[src/dbfc_pkg.sv]
package dbfc_pkg;

    localparam int unsigned DATA_W   = 32;
    localparam int unsigned OFFSET_W = 10;
    localparam int unsigned BREG_W   = 25;
    localparam int unsigned PROT_W   = 8;

    localparam logic [DATA_W-1:0] BANK_KEY_A = 32'h4567_0123;
    localparam logic [DATA_W-1:0] BANK_KEY_B = 32'hcdef_89ab;
    localparam logic [DATA_W-1:0] OPT_KEY_A  = 32'h0819_2a3b;
    localparam logic [DATA_W-1:0] OPT_KEY_B  = 32'h4c5d_6e7f;
    localparam logic [PROT_W-1:0] PROT_ALL   = 8'hff;

    // shared register offsets
    localparam logic [OFFSET_W-1:0] OFF_ACR      = 10'h000;
    localparam logic [OFFSET_W-1:0] OFF_OPTKEY   = 10'h008;
    localparam logic [OFFSET_W-1:0] OFF_OPTCR    = 10'h018;
    localparam logic [OFFSET_W-1:0] OFF_OPTSR    = 10'h01c;
    localparam logic [OFFSET_W-1:0] OFF_OPTSR_ST = 10'h020;

    // per-bank register offsets, relative to the bank window
    localparam logic [7:0] REL_KEY     = 8'h04;
    localparam logic [7:0] REL_CR      = 8'h0c;
    localparam logic [7:0] REL_SR      = 8'h10;
    localparam logic [7:0] REL_CCR     = 8'h14;
    localparam logic [7:0] REL_PROT    = 8'h38;
    localparam logic [7:0] REL_PROT_ST = 8'h3c;

    // bank register select codes
    localparam logic [2:0] BREG_NONE    = 3'd0;
    localparam logic [2:0] BREG_KEY     = 3'd1;
    localparam logic [2:0] BREG_CR      = 3'd2;
    localparam logic [2:0] BREG_SR      = 3'd3;
    localparam logic [2:0] BREG_CCR     = 3'd4;
    localparam logic [2:0] BREG_PROT    = 3'd5;
    localparam logic [2:0] BREG_PROT_ST = 3'd6;

    localparam logic [1:0] ERASE_NONE   = 2'd0;
    localparam logic [1:0] ERASE_SECTOR = 2'd1;
    localparam logic [1:0] ERASE_BANK   = 2'd2;

    // control register bits
    localparam int unsigned CR_LOCK  = 0;
    localparam int unsigned CR_SER   = 2;
    localparam int unsigned CR_BER   = 3;
    localparam int unsigned CR_START = 7;
    localparam int unsigned CR_SNB_LO = 8;

    // status register bits
    localparam int unsigned SR_EOP    = 16;
    localparam int unsigned SR_WRPERR = 17;
    localparam int unsigned SR_OPERR  = 22;

    localparam logic [BREG_W-1:0] FLAG_MASK = 25'h1ef_0000;
    localparam logic [BREG_W-1:0] CR_KEEP   = 25'h1ef_077f;

    typedef struct packed {
        logic              hit;
        logic              wr;
        logic [2:0]        sel;
        logic [DATA_W-1:0] data;
    } bank_acc_t;

    typedef struct packed {
        logic [DATA_W-1:0] rd_data;
        logic              irq;
        logic [1:0]        erase_kind;
        logic [2:0]        erase_sector;
    } bank_out_t;

    typedef struct packed {
        logic [DATA_W-1:0] read_data;
        logic              irq_level;
        logic [1:0]        erase_kind;
        logic              erase_bank_index;
        logic [2:0]        erase_sector_index;
        logic              banks_swapped;
    } resp_t;

endpackage

[src/dbfc_if.sv]
interface dbfc_req_if;
    import dbfc_pkg::*;

    logic                valid;
    logic                ready;
    logic                action;
    logic [OFFSET_W-1:0] offset;
    logic [DATA_W-1:0]   write_data;

    modport source (output valid, action, offset, write_data, input ready);
    modport sink   (input valid, action, offset, write_data, output ready);
endinterface

interface dbfc_resp_if;
    import dbfc_pkg::*;

    logic              valid;
    logic              ready;
    logic [DATA_W-1:0] read_data;
    logic              irq_level;
    logic [1:0]        erase_kind;
    logic              erase_bank_index;
    logic [2:0]        erase_sector_index;
    logic              banks_swapped;

    modport source (output valid, read_data, irq_level, erase_kind, erase_bank_index,
                    erase_sector_index, banks_swapped, input ready);
    modport sink   (input valid, read_data, irq_level, erase_kind, erase_bank_index,
                    erase_sector_index, banks_swapped, output ready);
endinterface

[src/dual_bank_flash_control_regs_core.sv]
// Channel  Dir  Payload
// req      in   action, offset, write_data
// resp     out  read_data, irq_level, erase_kind, erase_bank_index,
//               erase_sector_index, banks_swapped
//
// One request per cycle unless the skid entry is full; its response is registered.
// Decode and register update finish in the accept cycle. A two-entry output
// buffer (result register plus skid) takes one more request while resp stalls;
// req.ready is low only while the skid entry is full. Reset clears the valid
// flags and puts all control and status registers at their power-up values.
module dual_bank_flash_control_regs_core #(
    parameter int unsigned BANK_COUNT       = 2,
    parameter int unsigned SECTORS_PER_BANK = 8
) (
    input  logic        clk,
    input  logic        rst_n,
    dbfc_req_if.sink    req,
    dbfc_resp_if.source resp
);
    import dbfc_pkg::*;

    logic              fire;
    logic              wr;
    logic [DATA_W-1:0] wdata;
    logic              shared_hit;
    logic [2:0]        bsel;
    logic              opt_commit;

    logic [DATA_W-1:0] acr_reg, acr_next;
    logic              opt_locked_reg, opt_locked_next;
    logic              opt_key_seen_reg, opt_key_seen_next;
    logic [DATA_W-1:0] optsr_cur_reg, optsr_cur_next;
    logic [DATA_W-1:0] optsr_stg_reg, optsr_stg_next;
    logic              swap_reg, swap_next;
    logic [DATA_W-1:0] shared_rd;

    bank_acc_t acc  [BANK_COUNT];
    bank_out_t bout [BANK_COUNT];

    resp_t result;
    resp_t out_reg;
    resp_t skid_reg;
    logic  out_valid_reg;
    logic  skid_valid_reg;
    logic  out_fire;

    assign req.ready = !skid_valid_reg;
    assign fire      = req.valid && req.ready;
    assign wr        = req.action;
    assign wdata     = req.write_data;
    assign out_fire  = out_valid_reg && resp.ready;

    assign shared_hit = (req.offset == OFF_ACR) || (req.offset == OFF_OPTKEY)
                     || (req.offset == OFF_OPTCR) || (req.offset == OFF_OPTSR)
                     || (req.offset == OFF_OPTSR_ST);

    always_comb
    begin
        unique case (req.offset[7:0])
            REL_KEY:     bsel = BREG_KEY;
            REL_CR:      bsel = BREG_CR;
            REL_SR:      bsel = BREG_SR;
            REL_CCR:     bsel = BREG_CCR;
            REL_PROT:    bsel = BREG_PROT;
            REL_PROT_ST: bsel = BREG_PROT_ST;
            default:     bsel = BREG_NONE;
        endcase
    end

    assign opt_commit = fire && wr && (req.offset == OFF_OPTCR) && !opt_locked_reg
                     && wdata[1];

    // shared registers
    always_comb
    begin
        acr_next          = acr_reg;
        opt_locked_next   = opt_locked_reg;
        opt_key_seen_next = opt_key_seen_reg;
        optsr_cur_next    = optsr_cur_reg;
        optsr_stg_next    = optsr_stg_reg;
        swap_next         = swap_reg;
        shared_rd         = '0;

        if (fire)
        begin
            unique case (req.offset)
                OFF_ACR:
                begin
                    if (wr) acr_next = wdata;
                    else    shared_rd = acr_reg;
                end
                OFF_OPTKEY:
                begin
                    if (wr && opt_locked_reg)
                    begin
                        if (!opt_key_seen_reg)
                        begin
                            opt_key_seen_next = (wdata == OPT_KEY_A);
                        end
                        else
                        begin
                            if (wdata == OPT_KEY_B)
                            begin
                                opt_locked_next = 1'b0;
                            end
                            opt_key_seen_next = 1'b0;
                        end
                    end
                end
                OFF_OPTCR:
                begin
                    if (!wr)
                    begin
                        shared_rd = {31'b0, opt_locked_reg};
                    end
                    else if (!opt_locked_reg)
                    begin
                        opt_locked_next = wdata[0];
                        if (wdata[1])
                        begin
                            optsr_cur_next = optsr_stg_reg;
                            swap_next      = optsr_stg_reg[DATA_W-1];
                        end
                    end
                end
                OFF_OPTSR:
                begin
                    if (!wr) shared_rd = optsr_cur_reg;
                end
                OFF_OPTSR_ST:
                begin
                    if (wr) optsr_stg_next = wdata;
                    else    shared_rd = optsr_stg_reg;
                end
                default:
                begin
                end
            endcase
        end
    end

    always_ff @(posedge clk or negedge rst_n)
    begin
        if (!rst_n)
        begin
            acr_reg          <= '0;
            opt_locked_reg   <= 1'b1;
            opt_key_seen_reg <= 1'b0;
            optsr_cur_reg    <= '0;
            optsr_stg_reg    <= '0;
            swap_reg         <= 1'b0;
        end
        else
        begin
            acr_reg          <= acr_next;
            opt_locked_reg   <= opt_locked_next;
            opt_key_seen_reg <= opt_key_seen_next;
            optsr_cur_reg    <= optsr_cur_next;
            optsr_stg_reg    <= optsr_stg_next;
            swap_reg         <= swap_next;
        end
    end

    for (genvar b = 0; b < BANK_COUNT; b++)
    begin : g_bank
        assign acc[b].hit  = fire && !shared_hit && (req.offset[9:8] == 2'(b))
                          && (bsel != BREG_NONE);
        assign acc[b].wr   = wr;
        assign acc[b].sel  = bsel;
        assign acc[b].data = wdata;

        dbfc_bank #(
            .SECTORS_PER_BANK(SECTORS_PER_BANK)
        ) u_bank (
            .clk        (clk),
            .rst_n      (rst_n),
            .acc        (acc[b]),
            .opt_commit (opt_commit),
            .bout       (bout[b])
        );
    end

    always_comb
    begin
        logic [DATA_W-1:0] rd;
        rd                        = shared_rd;
        result.irq_level          = 1'b0;
        result.erase_kind         = ERASE_NONE;
        result.erase_bank_index   = 1'b0;
        result.erase_sector_index = '0;
        for (int b = 0; b < BANK_COUNT; b++)
        begin
            rd               = rd | bout[b].rd_data;
            result.irq_level = result.irq_level | bout[b].irq;
            if (bout[b].erase_kind != ERASE_NONE)
            begin
                result.erase_kind         = bout[b].erase_kind;
                result.erase_bank_index   = 1'(b);
                result.erase_sector_index = bout[b].erase_sector;
            end
        end
        result.read_data     = wr ? '0 : rd;
        result.banks_swapped = swap_next;
    end

    // output buffer: result register plus one skid entry
    always_ff @(posedge clk or negedge rst_n)
    begin
        if (!rst_n)
        begin
            out_valid_reg  <= 1'b0;
            skid_valid_reg <= 1'b0;
        end
        else
        begin
            if (fire)
            begin
                if (!out_valid_reg || out_fire)
                begin
                    out_valid_reg <= 1'b1;
                end
                else
                begin
                    skid_valid_reg <= 1'b1;
                end
            end
            else if (out_fire)
            begin
                out_valid_reg  <= skid_valid_reg;
                skid_valid_reg <= 1'b0;
            end
        end
    end

    always_ff @(posedge clk)
    begin
        if (fire)
        begin
            if (!out_valid_reg || out_fire)
            begin
                out_reg <= result;
            end
            else
            begin
                skid_reg <= result;
            end
        end
        else if (out_fire && skid_valid_reg)
        begin
            out_reg <= skid_reg;
        end
    end

    assign resp.valid              = out_valid_reg;
    assign resp.read_data          = out_reg.read_data;
    assign resp.irq_level          = out_reg.irq_level;
    assign resp.erase_kind         = out_reg.erase_kind;
    assign resp.erase_bank_index   = out_reg.erase_bank_index;
    assign resp.erase_sector_index = out_reg.erase_sector_index;
    assign resp.banks_swapped      = out_reg.banks_swapped;

    a_skid_needs_out: assert property (@(posedge clk) disable iff (!rst_n)
        skid_valid_reg |-> out_valid_reg)
        else $error("skid entry held without a result in front");

    a_accept_fills: assert property (@(posedge clk) disable iff (!rst_n)
        (fire && !out_valid_reg) |=> out_valid_reg)
        else $error("accepted request produced no response");

    a_no_erase_on_read: assert property (@(posedge clk) disable iff (!rst_n)
        (fire && !wr) |-> (result.erase_kind == ERASE_NONE))
        else $error("erase issued on a read");

    a_idle_erase_fields: assert property (@(posedge clk) disable iff (!rst_n)
        (resp.valid && resp.erase_kind == ERASE_NONE)
            |-> (!resp.erase_bank_index && resp.erase_sector_index == 3'd0))
        else $error("erase fields set without an erase");

    a_swap_follows_commit: assert property (@(posedge clk) disable iff (!rst_n)
        opt_commit |=> (swap_reg == $past(optsr_stg_reg[DATA_W-1])))
        else $error("bank swap not taken from staged option bytes");

endmodule

[src/dbfc_bank.sv]
module dbfc_bank #(
    parameter int unsigned SECTORS_PER_BANK = 8
) (
    input  logic                clk,
    input  logic                rst_n,
    input  dbfc_pkg::bank_acc_t acc,
    input  logic                opt_commit,
    output dbfc_pkg::bank_out_t bout
);
    import dbfc_pkg::*;

    logic [BREG_W-1:0] ctrl_reg, ctrl_next;
    logic [BREG_W-1:0] status_reg, status_next;
    logic              key_seen_reg, key_seen_next;
    logic [PROT_W-1:0] prot_cur_reg, prot_cur_next;
    logic [PROT_W-1:0] prot_stg_reg, prot_stg_next;
    logic [2:0]        snb;
    logic              snb_bad;

    assign snb     = acc.data[CR_SNB_LO +: 3];
    assign snb_bad = {1'b0, snb} >= 4'(SECTORS_PER_BANK);

    always_comb
    begin
        ctrl_next         = ctrl_reg;
        status_next       = status_reg;
        key_seen_next     = key_seen_reg;
        prot_cur_next     = prot_cur_reg;
        prot_stg_next     = prot_stg_reg;
        bout.rd_data      = '0;
        bout.erase_kind   = ERASE_NONE;
        bout.erase_sector = '0;

        if (opt_commit)
        begin
            prot_cur_next = prot_stg_reg;
        end

        if (acc.hit)
        begin
            unique case (acc.sel)
                BREG_KEY:
                begin
                    if (acc.wr && ctrl_reg[CR_LOCK])
                    begin
                        if (!key_seen_reg)
                        begin
                            key_seen_next = (acc.data == BANK_KEY_A);
                        end
                        else
                        begin
                            if (acc.data == BANK_KEY_B)
                            begin
                                ctrl_next[CR_LOCK] = 1'b0;
                            end
                            key_seen_next = 1'b0;
                        end
                    end
                end
                BREG_CR:
                begin
                    if (!acc.wr)
                    begin
                        bout.rd_data = {7'b0, ctrl_reg};
                    end
                    else if (!ctrl_reg[CR_LOCK])
                    begin
                        ctrl_next = acc.data[BREG_W-1:0] & CR_KEEP;
                        if (acc.data[CR_START])
                        begin
                            // bank erase wins over sector erase
                            if (acc.data[CR_BER])
                            begin
                                if (prot_cur_reg != PROT_ALL)
                                begin
                                    status_next[SR_WRPERR] = 1'b1;
                                end
                                else
                                begin
                                    status_next[SR_EOP] = 1'b1;
                                    bout.erase_kind     = ERASE_BANK;
                                end
                            end
                            else if (acc.data[CR_SER])
                            begin
                                if (snb_bad)
                                begin
                                    status_next[SR_OPERR] = 1'b1;
                                end
                                else if (!prot_cur_reg[snb])
                                begin
                                    status_next[SR_WRPERR] = 1'b1;
                                end
                                else
                                begin
                                    status_next[SR_EOP] = 1'b1;
                                    bout.erase_kind     = ERASE_SECTOR;
                                    bout.erase_sector   = snb;
                                end
                            end
                        end
                    end
                end
                BREG_SR:
                begin
                    if (!acc.wr)
                    begin
                        bout.rd_data = {7'b0, status_reg};
                    end
                end
                BREG_CCR:
                begin
                    if (acc.wr)
                    begin
                        status_next = status_reg & ~(acc.data[BREG_W-1:0] & FLAG_MASK);
                    end
                end
                BREG_PROT:
                begin
                    if (!acc.wr)
                    begin
                        bout.rd_data = {24'b0, prot_cur_reg};
                    end
                end
                BREG_PROT_ST:
                begin
                    if (acc.wr)
                    begin
                        prot_stg_next = acc.data[PROT_W-1:0];
                    end
                    else
                    begin
                        bout.rd_data = {24'b0, prot_stg_reg};
                    end
                end
                default:
                begin
                end
            endcase
        end

        // interrupt reflects the state after this access
        bout.irq = |(status_next & ctrl_next & FLAG_MASK);
    end

    always_ff @(posedge clk or negedge rst_n)
    begin
        if (!rst_n)
        begin
            ctrl_reg     <= BREG_W'(1) << CR_LOCK;
            status_reg   <= '0;
            key_seen_reg <= 1'b0;
            prot_cur_reg <= PROT_ALL;
            prot_stg_reg <= PROT_ALL;
        end
        else
        begin
            ctrl_reg     <= ctrl_next;
            status_reg   <= status_next;
            key_seen_reg <= key_seen_next;
            prot_cur_reg <= prot_cur_next;
            prot_stg_reg <= prot_stg_next;
        end
    end

endmodule

[src/flat_wrapper.sv]
// flat-port wrapper written by rule: the top's interface ports become plain ports
module dual_bank_flash_control_regs_core_flat import dbfc_pkg::*;
#(
    parameter int unsigned BANK_COUNT       = 2,
    parameter int unsigned SECTORS_PER_BANK = 8
)
  (clk, rst_n, req_valid, req_action, req_offset, req_write_data, req_ready, resp_valid, resp_read_data, resp_irq_level, resp_erase_kind, resp_erase_bank_index, resp_erase_sector_index, resp_banks_swapped, resp_ready);
  dbfc_req_if req_i ();
  dbfc_resp_if resp_i ();
  input  logic clk;
  input  logic rst_n;
  input wire logic [$bits(req_i.valid)-1:0] req_valid;
  input wire logic [$bits(req_i.action)-1:0] req_action;
  input wire logic [$bits(req_i.offset)-1:0] req_offset;
  input wire logic [$bits(req_i.write_data)-1:0] req_write_data;
  output wire logic [$bits(req_i.ready)-1:0] req_ready;
  output wire logic [$bits(resp_i.valid)-1:0] resp_valid;
  output wire logic [$bits(resp_i.read_data)-1:0] resp_read_data;
  output wire logic [$bits(resp_i.irq_level)-1:0] resp_irq_level;
  output wire logic [$bits(resp_i.erase_kind)-1:0] resp_erase_kind;
  output wire logic [$bits(resp_i.erase_bank_index)-1:0] resp_erase_bank_index;
  output wire logic [$bits(resp_i.erase_sector_index)-1:0] resp_erase_sector_index;
  output wire logic [$bits(resp_i.banks_swapped)-1:0] resp_banks_swapped;
  input wire logic [$bits(resp_i.ready)-1:0] resp_ready;
  assign req_i.valid = req_valid;
  assign req_i.action = req_action;
  assign req_i.offset = req_offset;
  assign req_i.write_data = req_write_data;
  assign req_ready = req_i.ready;
  assign resp_valid = resp_i.valid;
  assign resp_read_data = resp_i.read_data;
  assign resp_irq_level = resp_i.irq_level;
  assign resp_erase_kind = resp_i.erase_kind;
  assign resp_erase_bank_index = resp_i.erase_bank_index;
  assign resp_erase_sector_index = resp_i.erase_sector_index;
  assign resp_banks_swapped = resp_i.banks_swapped;
  assign resp_i.ready = resp_ready;
  dual_bank_flash_control_regs_core #(.BANK_COUNT(BANK_COUNT), .SECTORS_PER_BANK(SECTORS_PER_BANK)) u_core (.clk(clk), .rst_n(rst_n), .req(req_i), .resp(resp_i));
endmodule
[config.mk]
export PLATFORM = sky130hd
export DESIGN_NAME = dual_bank_flash_control_regs_core_flat
export DESIGN_NICKNAME = d
export VERILOG_FILES = /design/src/dbfc_pkg.sv /design/src/dbfc_if.sv /design/src/dual_bank_flash_control_regs_core.sv /design/src/dbfc_bank.sv /design/src/flat_wrapper.sv
export SDC_FILE = /design/constraint.sdc
export NUM_CORES = 1
export LEC_CHECK = 0
export BUFFER_PORTS_ARGS = -buffer_cell sky130_fd_sc_hd__buf_2
export CORE_MARGIN = 8
export CORE_UTILIZATION = 45
export DETAILED_ROUTE_END_ITERATION = 8
export GPL_TIMING_DRIVEN = 0
export MAX_ROUTING_LAYER = met4
export SYNTH_ARGS = -nofsm -noshare
export SYNTH_HDL_FRONTEND = slang
export SYNTH_SLANG_ARGS = --single-unit
[constraint.sdc]
create_clock -name clk -period 8.2 [get_ports clk]
set_input_delay 1.64 -clock clk [delete_from_list [all_inputs] [get_ports clk]]
set_output_delay 1.64 -clock clk [all_outputs]
set_load 0.02 [all_outputs]
Word level (Yosys, flattened, before mapping). Index checks and enable logic that the tools add are counted.

Magnitude comparators: 1. Equality and inequality tests: 29. Muxes and demuxes: 117. Bitwise logic cells: 10. Reduce and logical (&&, ||, !) cells: 47.

Operators with widths (number): 25-bit 2-to-1 mux (14); 32-bit 2-to-1 mux (7); 25-bit one-hot mux with 4 select lines (2); 32-bit one-hot mux with 4 select lines (1); 40-bit 2-to-1 mux (3); 25-bit AND (4); 32-bit by 31-bit equality test with 1-bit output (second input constant) (2); 32-bit bitwise OR (2); 5-bit 2-to-1 mux (10); 24-bit 2-to-1 mux (2); 1-bit 2-to-1 mux (38); 32-bit by 28-bit equality test with 1-bit output (second input constant) (1); 32-bit equality test (second input constant) (1); 16-bit 2-to-1 mux (2); 2-bit 2-to-1 mux (16); 8-bit 2-to-1 mux (4); 25-bit inverter (1); 4-bit 2-to-1 mux (6); 3-bit AND reduction (7); 10-bit by 5-bit equality test with 1-bit output (second input constant) (2); 3-bit one-hot mux with 6 select lines (1); 8-bit by 5-bit equality test with 1-bit output (second input constant) (2); 8-bit by 6-bit equality test with 1-bit output (second input constant) (2); 8-bit inequality test (second input constant) (2); 29 further kinds (72).

Bits in registers: 315. Input bits: 47. Output and inout bits: 42. Logic and storage cells: 234.

Depth between registers and ports, before layout. Gate-level depths: netlist of the first run.

Depth after elaboration: 15. Mapped depth: 10. Mapped depth without buffers: 7.

Hierarchy. Synthesis of the first run repeated with hierarchy kept, for this count alone.

Cells, all modules: 1092. Area total of the unflattened synthesis: 13541.7 sq um.

Modules (own cells, without submodules): dual_bank_flash_control_regs_core (times used 1, cells an instance 616, area each 8729.6 sq um, seq. area each 4931.0 sq um); dbfc_bank (times used 2, cells an instance 238, area each 2406.1 sq um, seq. area each 1097.3 sq um).

Worst setup path before layout of the first run. OpenSTA, ideal clock, no wires.

Path type: input to register. Start: in req_offset[4]. End: reg u_core.skid_reg[7] (netlist name), data pin. Setup time: 0.265 ns. Data arrival time: 3.735 ns. Data required time: 7.935 ns. Setup slack: 4.200 ns. Cell stages on the path: 9. Buffers on the path: 2. Cell sequence: buf_6 > or4_4 > buf_6 > nor3_4 > nand3_4 > mux2_4 > a211oi_2 > nand4_1 > or3_1.

RTL lines: start: declaration (line flat_wrapper.sv:14) `input wire logic [$bits(req_i.offset)-1:0] req_offset;`; end signal: assignment (line dual_bank_flash_control_regs_core.sv:245) `skid_reg <= result;`; end: declaration (line dual_bank_flash_control_regs_core.sv:42) `resp_t skid_reg;`.

==> results of run 1 <==
[logic make-up after synthesis]
logic type             Yosys count  share of synthesized area
DFF                            267                      0.591
muxes                          165                      0.157
AOI/OAI and AO/OA              224                      0.147
and+or+nand+nor                176                     0.0832
buffers and inverters           68                     0.0230
[power breakdown]
group / switching, mW / leakage (nW) / internal [mW]
clock network: 0.528 / 0.483 / 0.823
logic: 0.313 / 2.29 / 0.127
registers: 0.0266 / 3.25 / 1.52
total: 0.868 / 6.03 / 2.47
[layout make-up]
class / instances / area (um2) / share of cell area
Antenna cell: 4 / 10.0 / 0.000714
Clock inverter: 16 / 175 / 0.0125
Multi-Input combinational cell: 565 / 4670 / 0.333
Timing Repair Buffer: 88 / 503 / 0.0359
Clock buffer: 40 / 820 / 0.0585
Buffer: 62 / 255 / 0.0182
Sequential cell: 267 / 7130 / 0.509
Inverter: 6 / 22.5 / 0.00161
Tap cell: 341 / 427 / 0.0305
[cell usage after synthesis (6+ instances only)]
cell / instances / area [um2]
o22ai_1: 15 / 93.8
dfstp_2: 35 / 920
and2_1: 6 / 37.5
nand2_1: 37 / 139
a22o_1: 14 / 123
or3_1: 7 / 43.8
a222oi_1: 32 / 320
a21oi_1: 7 / 35.0
nor2b_1: 7 / 43.8
edfxtp_1: 80 / 2400
nand3_1: 17 / 85.1
a22oi_1: 38 / 285
nor3_1: 8 / 40.0
dfrtp_1: 152 / 3800
inv_1: 6 / 22.5
nor4_1: 10 / 62.6
o2bb2ai_1: 15 / 131
o21ai_0: 14 / 70.1
clkbuf_1: 48 / 180
a21o_1: 41 / 308
nor2_1: 31 / 116
buf_1: 6 / 22.5
nand4_1: 16 / 100
a21boi_0: 16 / 120
mux2_2: 156 / 1760
[critical path: stages]
cell       delay [ps]
buf_2             120
nor4_1            800
a2111oi_2         270
and2_1            240
clkbuf_1          230
clkbuf_1          340
a21boi_0          220
o21ai_0           490
o21ai_0           310
a21o_1            220
[worst paths after layout]
kind | from | endpoint
worst max-delay path | req_offset[5] | u_core.resp.read_data[7]$_DFFE_PP_
worst min-delay path | u_core.acr_reg[3]$_DFFE_PN0P_ | u_core.acr_reg[3]$_DFFE_PN0P_
worst max register to register | u_core.skid_valid_reg$_DFFE_PN0P_ | u_core.skid_reg[18]$_DFFE_PP_
worst min register to register | u_core.acr_reg[3]$_DFFE_PN0P_ | u_core.acr_reg[3]$_DFFE_PN0P_
max in group asynchronous | rst_n | u_core.optsr_cur_reg[4]$_DFFE_PN0P_
min in group asynchronous | rst_n | u_core.g_bank[0].u_bank.status_reg[21]$_DFF_PN0_
[per-layer routing]
layer,up-vias,wire (um)
met5,-,0
met1,4383,15500
met4,0,741
met2,302,15600
li1,3798,-
met3,48,2120
[per-stage QoR]
step / power (mW) / area [um2] / setup slack, ps / cells
floorplan: 1.82 / 12100 / 4200 / 900
global placement: 2.00 / 12900 / 2350 / 1326
detailed placement: 2.02 / 13000 / 3150 / 1329
CTS: 3.37 / 14000 / 3710 / 1385
global route: 3.46 / 14000 / 3350 / 1388
finish: 3.34 / 14000 / 3600 / 1389
==> run metrics, run 1 <==
detailed-placement wirelength estimate=roughly 24,000 um; Area growth syn-to-layout=16.1%; Synth async-reset ratio=0.700; slew of the pin with the lowest slew margin=between 1000 and 1500 ps; wire per inst=~24 um; initial drt markers=about 810; Slew headroom=0.157; row count=60; Mapped Area=approximately 12,000 um2; VDD IR max=roughly 0.12 mV; Congestion Overflow GR=0; grt peak-use layer=met2; met3 Usage GRT=0.0367; Post-route DRC=0; yosys warns=0; max-cap violation count=0; most frequent cells in the layout=mux2_2, dfrtp_1, buf_2; Yosys reg bits=roughly 270; H-tree lvl count=1; clock slew at reported path FFs=about 60 ps; CTS Root Cell=clkbuf_16; Final Hold Vio Count=0; core area=approximately 27,000 um2; Data required, critical path=8500 ps; pwr/cell area=between 200 and 250 nW/um2; routing usage on met2=0.326; CP Launch Type=input pin; grt met1 use=0.293; vias per std cell=6.14; DR vias=roughly 8.5k; commonest non-fill, non-tap cell in the layout=mux2_2; pin count of the biggest net entering global routing=between 100 and 150; Total Routed Length=~34,000 um; count of flip-flops with a built-in enable after synthesis=80; outcome=finished clean; Placer Congestion=about 0.92; crit end category=flip-flop; Port-buffer cells=85; top_reg_cell synth=dfrtp_1; Setup TNS Final=0 ps; Reg2Reg Setup Slack=4540 ps; CTS tree=yes; CTS Buf Count=30; fraction of layout cells with a size suffix above 1=0.332; Vert. Die Dim=between 150 and 200 um; worst hold stages=2; drt first pass iters=6; final net count=between 1k and 1.5k; fin util=0.526; clk_lat worst skew=between 500 and 600 ps; Max FO, Critical Path=10; CTS resizes=0; syn_area_per_cell=13.4 um2; Seq/Total Area, Yosys=0.591; WS Path Type=in2reg; smallest hold slack=a little under 500 ps; first-pass GRT wire length=between 50,000 and 60,000 um; Final ANT Viol Nets=0; FILL cells=~2.3k; fmax=0.218 GHz; Post-CTS Setup Bufs=0; initial antenna violation count=3; Initial Util=0.453; post-layout min period=between 4000 and 5000 ps; total die area=about 32,000 um2; Clock Path Buffers=3; max-slew violations=0; max FFs per register=40; Total GRT Usage=0.214; clock skew=12.0 ps; die span in x=about 180 um; Post-Syn Nets=947; final period utilization=0.561; Ports=89; Crit path arrival time=4900 ps; final setup violation count=0; Post-Synthesis Cells=900; cts hold-fix bufs=0; RSZ-0062 raised after global routing=false; r2r worst-path depth=6; vias in the first global route=8,691; CTS sink count=roughly 270; Pleak=6.03 nW; Hold Path Class=reg2reg; synth unique cells=between 70 and 80
(Power assumes the default switching activity.)
==> inputs of run 2 (changes only) <==
--- a/config.mk
+++ b/config.mk
@@ -5,6 +5,7 @@
 export SDC_FILE = /design/constraint.sdc
 export NUM_CORES = 1
 export LEC_CHECK = 0
+export ABC_AREA = 1
 export BUFFER_PORTS_ARGS = -buffer_cell sky130_fd_sc_hd__buf_2
 export CORE_MARGIN = 8
 export CORE_UTILIZATION = 45
==> constraint.sdc (replaced) <==
create_clock -name clk -period 4.2 [get_ports clk]
set_input_delay 0.84 -clock clk [delete_from_list [all_inputs] [get_ports clk]]
set_output_delay 0.84 -clock clk [all_outputs]
set_load 0.02 [all_outputs]
==> run metrics, run 2 <==
CTS resizes=0 (unchanged); max FFs per register=40 (unchanged); H-tree lvl count=1 (unchanged); commonest non-fill, non-tap cell in the layout=nand2_1; Worst Path Buf+Inv=3 (unchanged); CTS Buf Count=29 (-3.3%); total area of sequential cells=7130 um2 (unchanged); diode count=0 (-4); vias in the first global route=12.6k (+46%); leading area contributor after synthesis=dfrtp_1; top_reg_cell synth=dfrtp_1; clock skew=9.07 ps (-2.92 ps); final net count=1,911 (+79%); pin count of the biggest net entering global routing=105 (-8.7%); initial drt markers=1,321 (+62%); Final Hold Vio Count=0 (unchanged); initial antenna violation count=0 (-3); Data required, critical path=4630 ps (-3870 ps); max incr delay on CP=970 ps (+170 ps); DR vias=13.2k (+54%); Clock Path Buffers=3 (unchanged); Post-Synthesis Cells=1,744 (+94%); final setup violation count=0 (unchanged); FILL cells=2,955 (+26%); Total GRT Usage=0.278 (+0.0637); final period utilization=0.799; Yosys reg bits=267 (unchanged); smallest hold slack=262 ps (-229 ps); CTS sink count=267 (unchanged); vias per std cell=5.77 (-6.0%); fraction of layout cells with a size suffix above 1=0.127 (-0.205); clk_lat worst skew=570 ps (+20 ps); delay-heaviest family, CP=simple AND/OR/NAND/NOR gates; cts hold-fix bufs=0 (unchanged); Congestion Overflow GR=0 (unchanged); detailed-placement wirelength estimate=36,900 um (+54%); slew of the pin with the lowest slew margin=1120 ps (-126 ps); fmax=~0.30 GHz; Area growth syn-to-layout=14.6%; Total Routed Length=49,800 um (+47%); drt first pass iters=5 (-1); Slowest cell on crit path=o41ai_1; fin util=0.523 (-0.00302); clock slew at reported path FFs=60 ps (about the same); wire per inst=21.8 um (-11%); first-pass GRT wire length=76,100 um (+44%); die span in x=192 um (+6.9%); Initial Util=0.456 (+0.00342); Setup TNS Final=0 ps (unchanged); top cell type's share of synthesized area=0.273 (-0.0426); synth unique cells=46 (-38%); yosys warns=0 (unchanged); critical path cell sequence=buf_2 > inv_1 > clkbuf_1 > nand2_1 > nand3_1 > nand3_1 > nand2_1 > nand3_1 > nand2_1 > nand2_1 > o41ai_1 > nor2_1 > nor2_1; post-layout min period=~3400 ps; Placer Congestion=0.936 (+1.2%); Mapped Area=14,000 um2 (+16%); Max FO, Critical Path=10 (unchanged); row count=64 (+6.7%); Synth async-reset ratio=0.700 (unchanged); PnR worst setup slack=843 ps (-2760 ps); Seq/Total Area, Yosys=0.511 (-0.0799); Port-buffer cells=87 (+2.4%); core area=30,600 um2 (+15%); RSZ-0062 raised after global routing=false; Post-CTS Setup Bufs=0 (unchanged); Pleak=6.85 nW (+14%); WS Path Type=in2reg; CP dominant cell by count=nand2_1; Post-Syn Nets=1,791 (+89%); crit end category=flip-flop; max-slew violations=0 (unchanged); pwr/cell area=426 nW/um2 (+79%); area taken by multi-input logic gates=5700 um2 (+22%); Post-route DRC=0 (unchanged); Ports=89 (unchanged); most frequent cells in the layout=nand2_1, o21ai_0, inv_1; max-cap violation count=0 (unchanged); Pwr Total=6.80 mW (+100%); Vert. Die Dim=192 um (+6.9%); outcome=finished clean; synth top area cells=dfrtp_1, edfxtp_1, nand2_1, o21ai_0, dfstp_2; VDD IR max=0.352 mV (+190%); syn_area_per_cell=8.00 um2 (-40%); count of flip-flops with a built-in enable after synthesis=80 (unchanged); CTS tree=yes; Slew headroom=0.242 (+0.0851); total die area=36,900 um2 (+14%); Post-synth top cells=nand2_1, o21ai_0, inv_1; Crit path arrival time=3790 ps (-1110 ps); Final ANT Viol Nets=0 (unchanged); top-count cell post-synth=nand2_1; CP Launch Type=input pin; CTS Root Cell=clkbuf_16; Hold Path Class=in2async; Setup WS pre-CTS=283 ps (-2870 ps)
## run 2: cell count changes after synthesis, moves of 41 or more
cell     change
o21ai_0    +228
inv_1      +175
a21o_1      -41
mux2_2     -156
nand3_1     +87
nand2_1    +437
nor2_1     +109
## run 2: layout make-up
class	instances	area share
Buffer	97	0.0265
Clock buffer	36	0.0502
Clock inverter	18	0.0146
Inverter	189	0.0445
Multi-Input combinational cell	1191	0.357
Sequential cell	267	0.446
Tap cell	396	0.0310
Timing Repair Buffer	89	0.0308
## run 2: path summary, 6_finish.rpt
| check | start | to | slack, ps | cells past startpoint |
|---|---|---|---|---|
| max | req_write_data[8] | u_core.resp.erase_sector_index[2]$_DFFE_PP_ | 840 | 13 |
| min | rst_n | u_core.g_bank[0].u_bank.ctrl_reg[8]$_DFFE_PN0P_ | 260 | 1 |
| max reg2reg | u_core.skid_valid_reg$_DFFE_PN0P_ | u_core.resp.erase_sector_index[2]$_DFFE_PP_ | 970 | 9 |
| min reg2reg | u_core.optsr_cur_reg[26]$_DFFE_PN0P_ | u_core.optsr_cur_reg[26]$_DFFE_PN0P_ | 470 | 2 |
| max in group asynchronous | rst_n | u_core.resp.valid$_DFFE_PN0P_ | 2970 | 2 |
| min in group clk | u_core.optsr_cur_reg[26]$_DFFE_PN0P_ | u_core.optsr_cur_reg[26]$_DFFE_PN0P_ | 470 | 2 |
## run 2: cells by family after synthesis
group	count (synthesis)	share of synthesized area
flip-flops	267	0.511
buffers and inverters	286	0.0812
AO/OA/AOI/OAI	365	0.151
AND/OR/NAND/NOR	826	0.257
## run 2: metrics by stage
step           instance area, um2  std cells
5_1_grt                     16000       2283
3_3_place_gp                14900       2227
3_5_place_dp                15000       2229
6_report                    16000       2283
2_1_floorplan               14000       1744
4_1_cts                     16000       2283
## run 2: report_power, final
group / total [mW] / switching, mW / internal (mW)
registers: 3.03 / 0.0528 / 2.98
logic: 1.00 / 0.769 / 0.234
clock network: 2.77 / 1.11 / 1.67
total: 6.80 / 1.93 / 4.88
## run 2: metal layers
layer / track usage / up-vias / share of wire
met1: 0.380 / 6350 / 0.43
met5: - / - / 0
met3: 0.0488 / 110 / 0.096
li1: - / 6079 / -
met2: 0.415 / 641 / 0.44
met4: 0.0893 / 0 / 0.034
==> inputs of run 3 (changes only) <==
==> constraint.sdc (replaced) <==
create_clock -name clk -period 2.75 [get_ports clk]
set_input_delay 0.55 -clock clk [delete_from_list [all_inputs] [get_ports clk]]
set_output_delay 0.55 -clock clk [all_outputs]
set_load 0.02 [all_outputs]
==> run metrics, run 3 (synthesized netlist as in run 2, its figures left out) <==
critical path cell sequence=inv_1 > nand2_2 > nor2_4 > inv_1 > nor2_4 > nand3_2 > buf_2 > nor2_1 > nand2_1 > nand3_1 > nand3_1 > nor2_1 > nand2_1 > nand2_1 > nand2_1; core area=30,600 um2 (unchanged); Reg2Reg Setup Slack=90 ps (-880 ps); die span in x=192 um (unchanged); row count=64 (unchanged); final net count=1,914 (+0.16%); Post-route DRC=0 (unchanged); clock skew=22.6 ps (+13.6 ps); Slowest cell on crit path=dfrtp_1; Data required, critical path=3060 ps (-1570 ps); most frequent cells in the layout=nand2_1, o21ai_0, inv_1; Final ANT Viol Nets=0 (unchanged); post-layout min period=2660 ps; CTS Root Cell=clkbuf_16; max incr delay on CP=370 ps (-600 ps); clock slew at reported path FFs=60 ps (about the same); wire per inst=21.9 um (+0.47%); DR vias=13.2k (+0.015%); fraction of layout cells with a size suffix above 1=0.135 (+0.00766); slew of the pin with the lowest slew margin=883 ps (-239 ps); CTS Buf Count=30 (+3.4%); Slew headroom=0.411 (+0.168); proportion of power drawn by the clock network=0.400 (-0.008); Congestion Overflow GR=0 (unchanged); max-slew violations=0 (unchanged); Int Pwr=7.34 mW (+51%); vias per std cell=5.76 (-0.16%); Total GRT Usage=0.281 (+0.00324); Total Routed Length=50,100 um (+0.64%); FILL cells=3,062 (+3.6%); crit end category=flip-flop; clk_lat worst skew=580 ps (about the same); fmax=roughly 0.38 GHz; Vert. Die Dim=192 um (unchanged); HP Start=resp_ready; final setup violation count=0 (unchanged); drt first pass iters=6 (+1); Port-buffer cells=87 (unchanged); Setup WS pre-CTS=-901 ps (-1180 ps); Max FO, Critical Path=10 (unchanged); detailed-placement wirelength estimate=37,100 um (+0.75%); Final Hold Vio Count=0 (unchanged); Pleak=6.89 nW (+0.69%); total die area=36,900 um2 (unchanged); max FFs per register=40 (unchanged); Hold Path Sink=u_core.resp.valid$_DFFE_PN0P_; H-tree lvl count=1 (unchanged); CTS sink count=267 (unchanged); initial drt markers=1,227 (-7.1%); switching share of power=0.286 (+0.00267); RR Startpoint=u_core.skid_valid_reg$_DFFE_PN0P_; final period utilization=0.967; first-pass GRT wire length=77,100 um (+1.2%); CTS tree=yes; WS Path Type=reg2reg; VDD IR max=0.502 mV (+42%); Clock Path Buffers=3 (unchanged); Pwr Total=10.3 mW (+51%); CP Launch Type=flip-flop; Crit path arrival time=2970 ps (-820 ps); Setup TNS Final=0 ps (unchanged); r2r worst-path depth=15 (+6); pwr/cell area=640 nW/um2 (+50%); PnR worst setup slack=90.9 ps (-752 ps); combinational share of power=0.150 (+0.003); pin count of the biggest net entering global routing=80 (-24%); commonest non-fill, non-tap cell in the layout=nand2_1; max-cap violation count=0 (unchanged); Seq pwr share=0.450 (+0.005); diode count=0 (unchanged); initial antenna violation count=0 (unchanged); Hold Path Class=in2reg; Ports=89 (unchanged); Placer Congestion=0.954 (+2.0%); Area growth syn-to-layout=15.1%; Initial Util=0.456 (unchanged); smallest hold slack=254 ps (-7.84 ps); P_sw=2.94 mW (+52%); CP dominant cell by count=nand2_1; vias in the first global route=12.9k (+2.0%); outcome=finished clean; worst hold stages=2; RSZ-0062 raised after global routing=true; Critical R2R Capture=u_core.resp.irq_level$_DFFE_PP_
-- run 3: cell types whose count changed in the layout (fill, tap and decap cells not counted), sizes merged --
cell / before / now
clkinvlp: 0 / 1
dlygate4sd3: 0 / 1
clkbuf: 101 / 110
bufinv: 5 / 3
clkinv: 13 / 8
-- run 3: metal layers --
| layer | track usage | wire (um) | vias to the layer above |
|---|---|---|---|
| li1 | - | - | 6097 |
| met1 | 0.379 | 21700 | 6342 |
| met2 | 0.411 | 21600 | 641 |
| met3 | 0.0695 | 5190 | 102 |
| met4 | 0.0911 | 1640 | 0 |
| met5 | - | 0 | - |
-- run 3: cell type report --
| class | count | area (um2) | share of cell area |
|---|---|---|---|
| flip-flops and latches | 267 | 7130 | 0.444 |
| inverters | 189 | 711 | 0.0443 |
| plain buffers | 96 | 434 | 0.0270 |
| well taps | 396 | 495 | 0.0309 |
| repair buffers | 92 | 538 | 0.0335 |
| multi-input cells | 1191 | 5750 | 0.358 |
| clock buffers | 44 | 853 | 0.0531 |
| clock inverters | 12 | 149 | 0.00927 |
-- run 3: repair_timing --
| action | 4_1_cts | 5_1_grt |
|---|---|---|
| resized for setup | 8 | 19 |
| hold buffers | 1 | 0 |
| pin swaps | 0 | 1 |
| endpoints found under the setup margin | 12 | 13 |
| buffers inserted | 0 | 1 |
| cloned | 0 | 0 |
| endpoints found under the hold margin | 22 | 0 |
-- run 3: stage by stage --
stage | area [um2] | cells | util
final | 16100 | 2287 | 0.525
after global routing | 16100 | 2287 | 0.525
after CTS | 16000 | 2286 | 0.524
after detailed placement | 15000 | 2230 | 0.490
after global placement | 14900 | 2227 | 0.487
after floorplan | 14000 | 1744 | -
-- run 3: how the worst max path moves through the flow --
stage	end	slack (ps)	from	depth (start not counted)
4_1_cts	u_core.resp.read_data[0]$_DFFE_PP_	30	u_core.skid_valid_reg$_DFFE_PN0P_	7
5_1_grt	u_core.resp.irq_level$_DFFE_PP_	-60	u_core.skid_valid_reg$_DFFE_PN0P_	15
2_1_floorplan	u_core.skid_reg[24]$_DFFE_PP_	350	req_offset[8]	13
3_3_place_gp	u_core.optsr_cur_reg[22]$_DFFE_PN0P_	-2160	rst_n	1
3_5_place_dp	u_core.skid_reg[3]$_DFFE_PP_	-900	req_write_data[8]	11
6_report	u_core.resp.irq_level$_DFFE_PP_	90	u_core.skid_valid_reg$_DFFE_PN0P_	15
-- run 3: worst max-delay path: cells and delay by family (launching register included) --
| family | cells | cell delay, ps |
|---|---|---|
| buffers and inverters | 3 | 440 |
| and+or+nand+nor | 12 | 1580 |
| DFF | 1 | 370 |
-- run 3: power by group through the flow --
stage          Sequential, mW  Combinational (mW)  Clock, mW
2_1_floorplan            5.04               0.509          0
5_1_grt                  4.66                1.67       4.30
3_3_place_gp             4.70                1.52          0
3_5_place_dp             4.70                1.56          0
4_1_cts                  4.63                1.56       4.15
6_report                 4.62                1.54       4.11
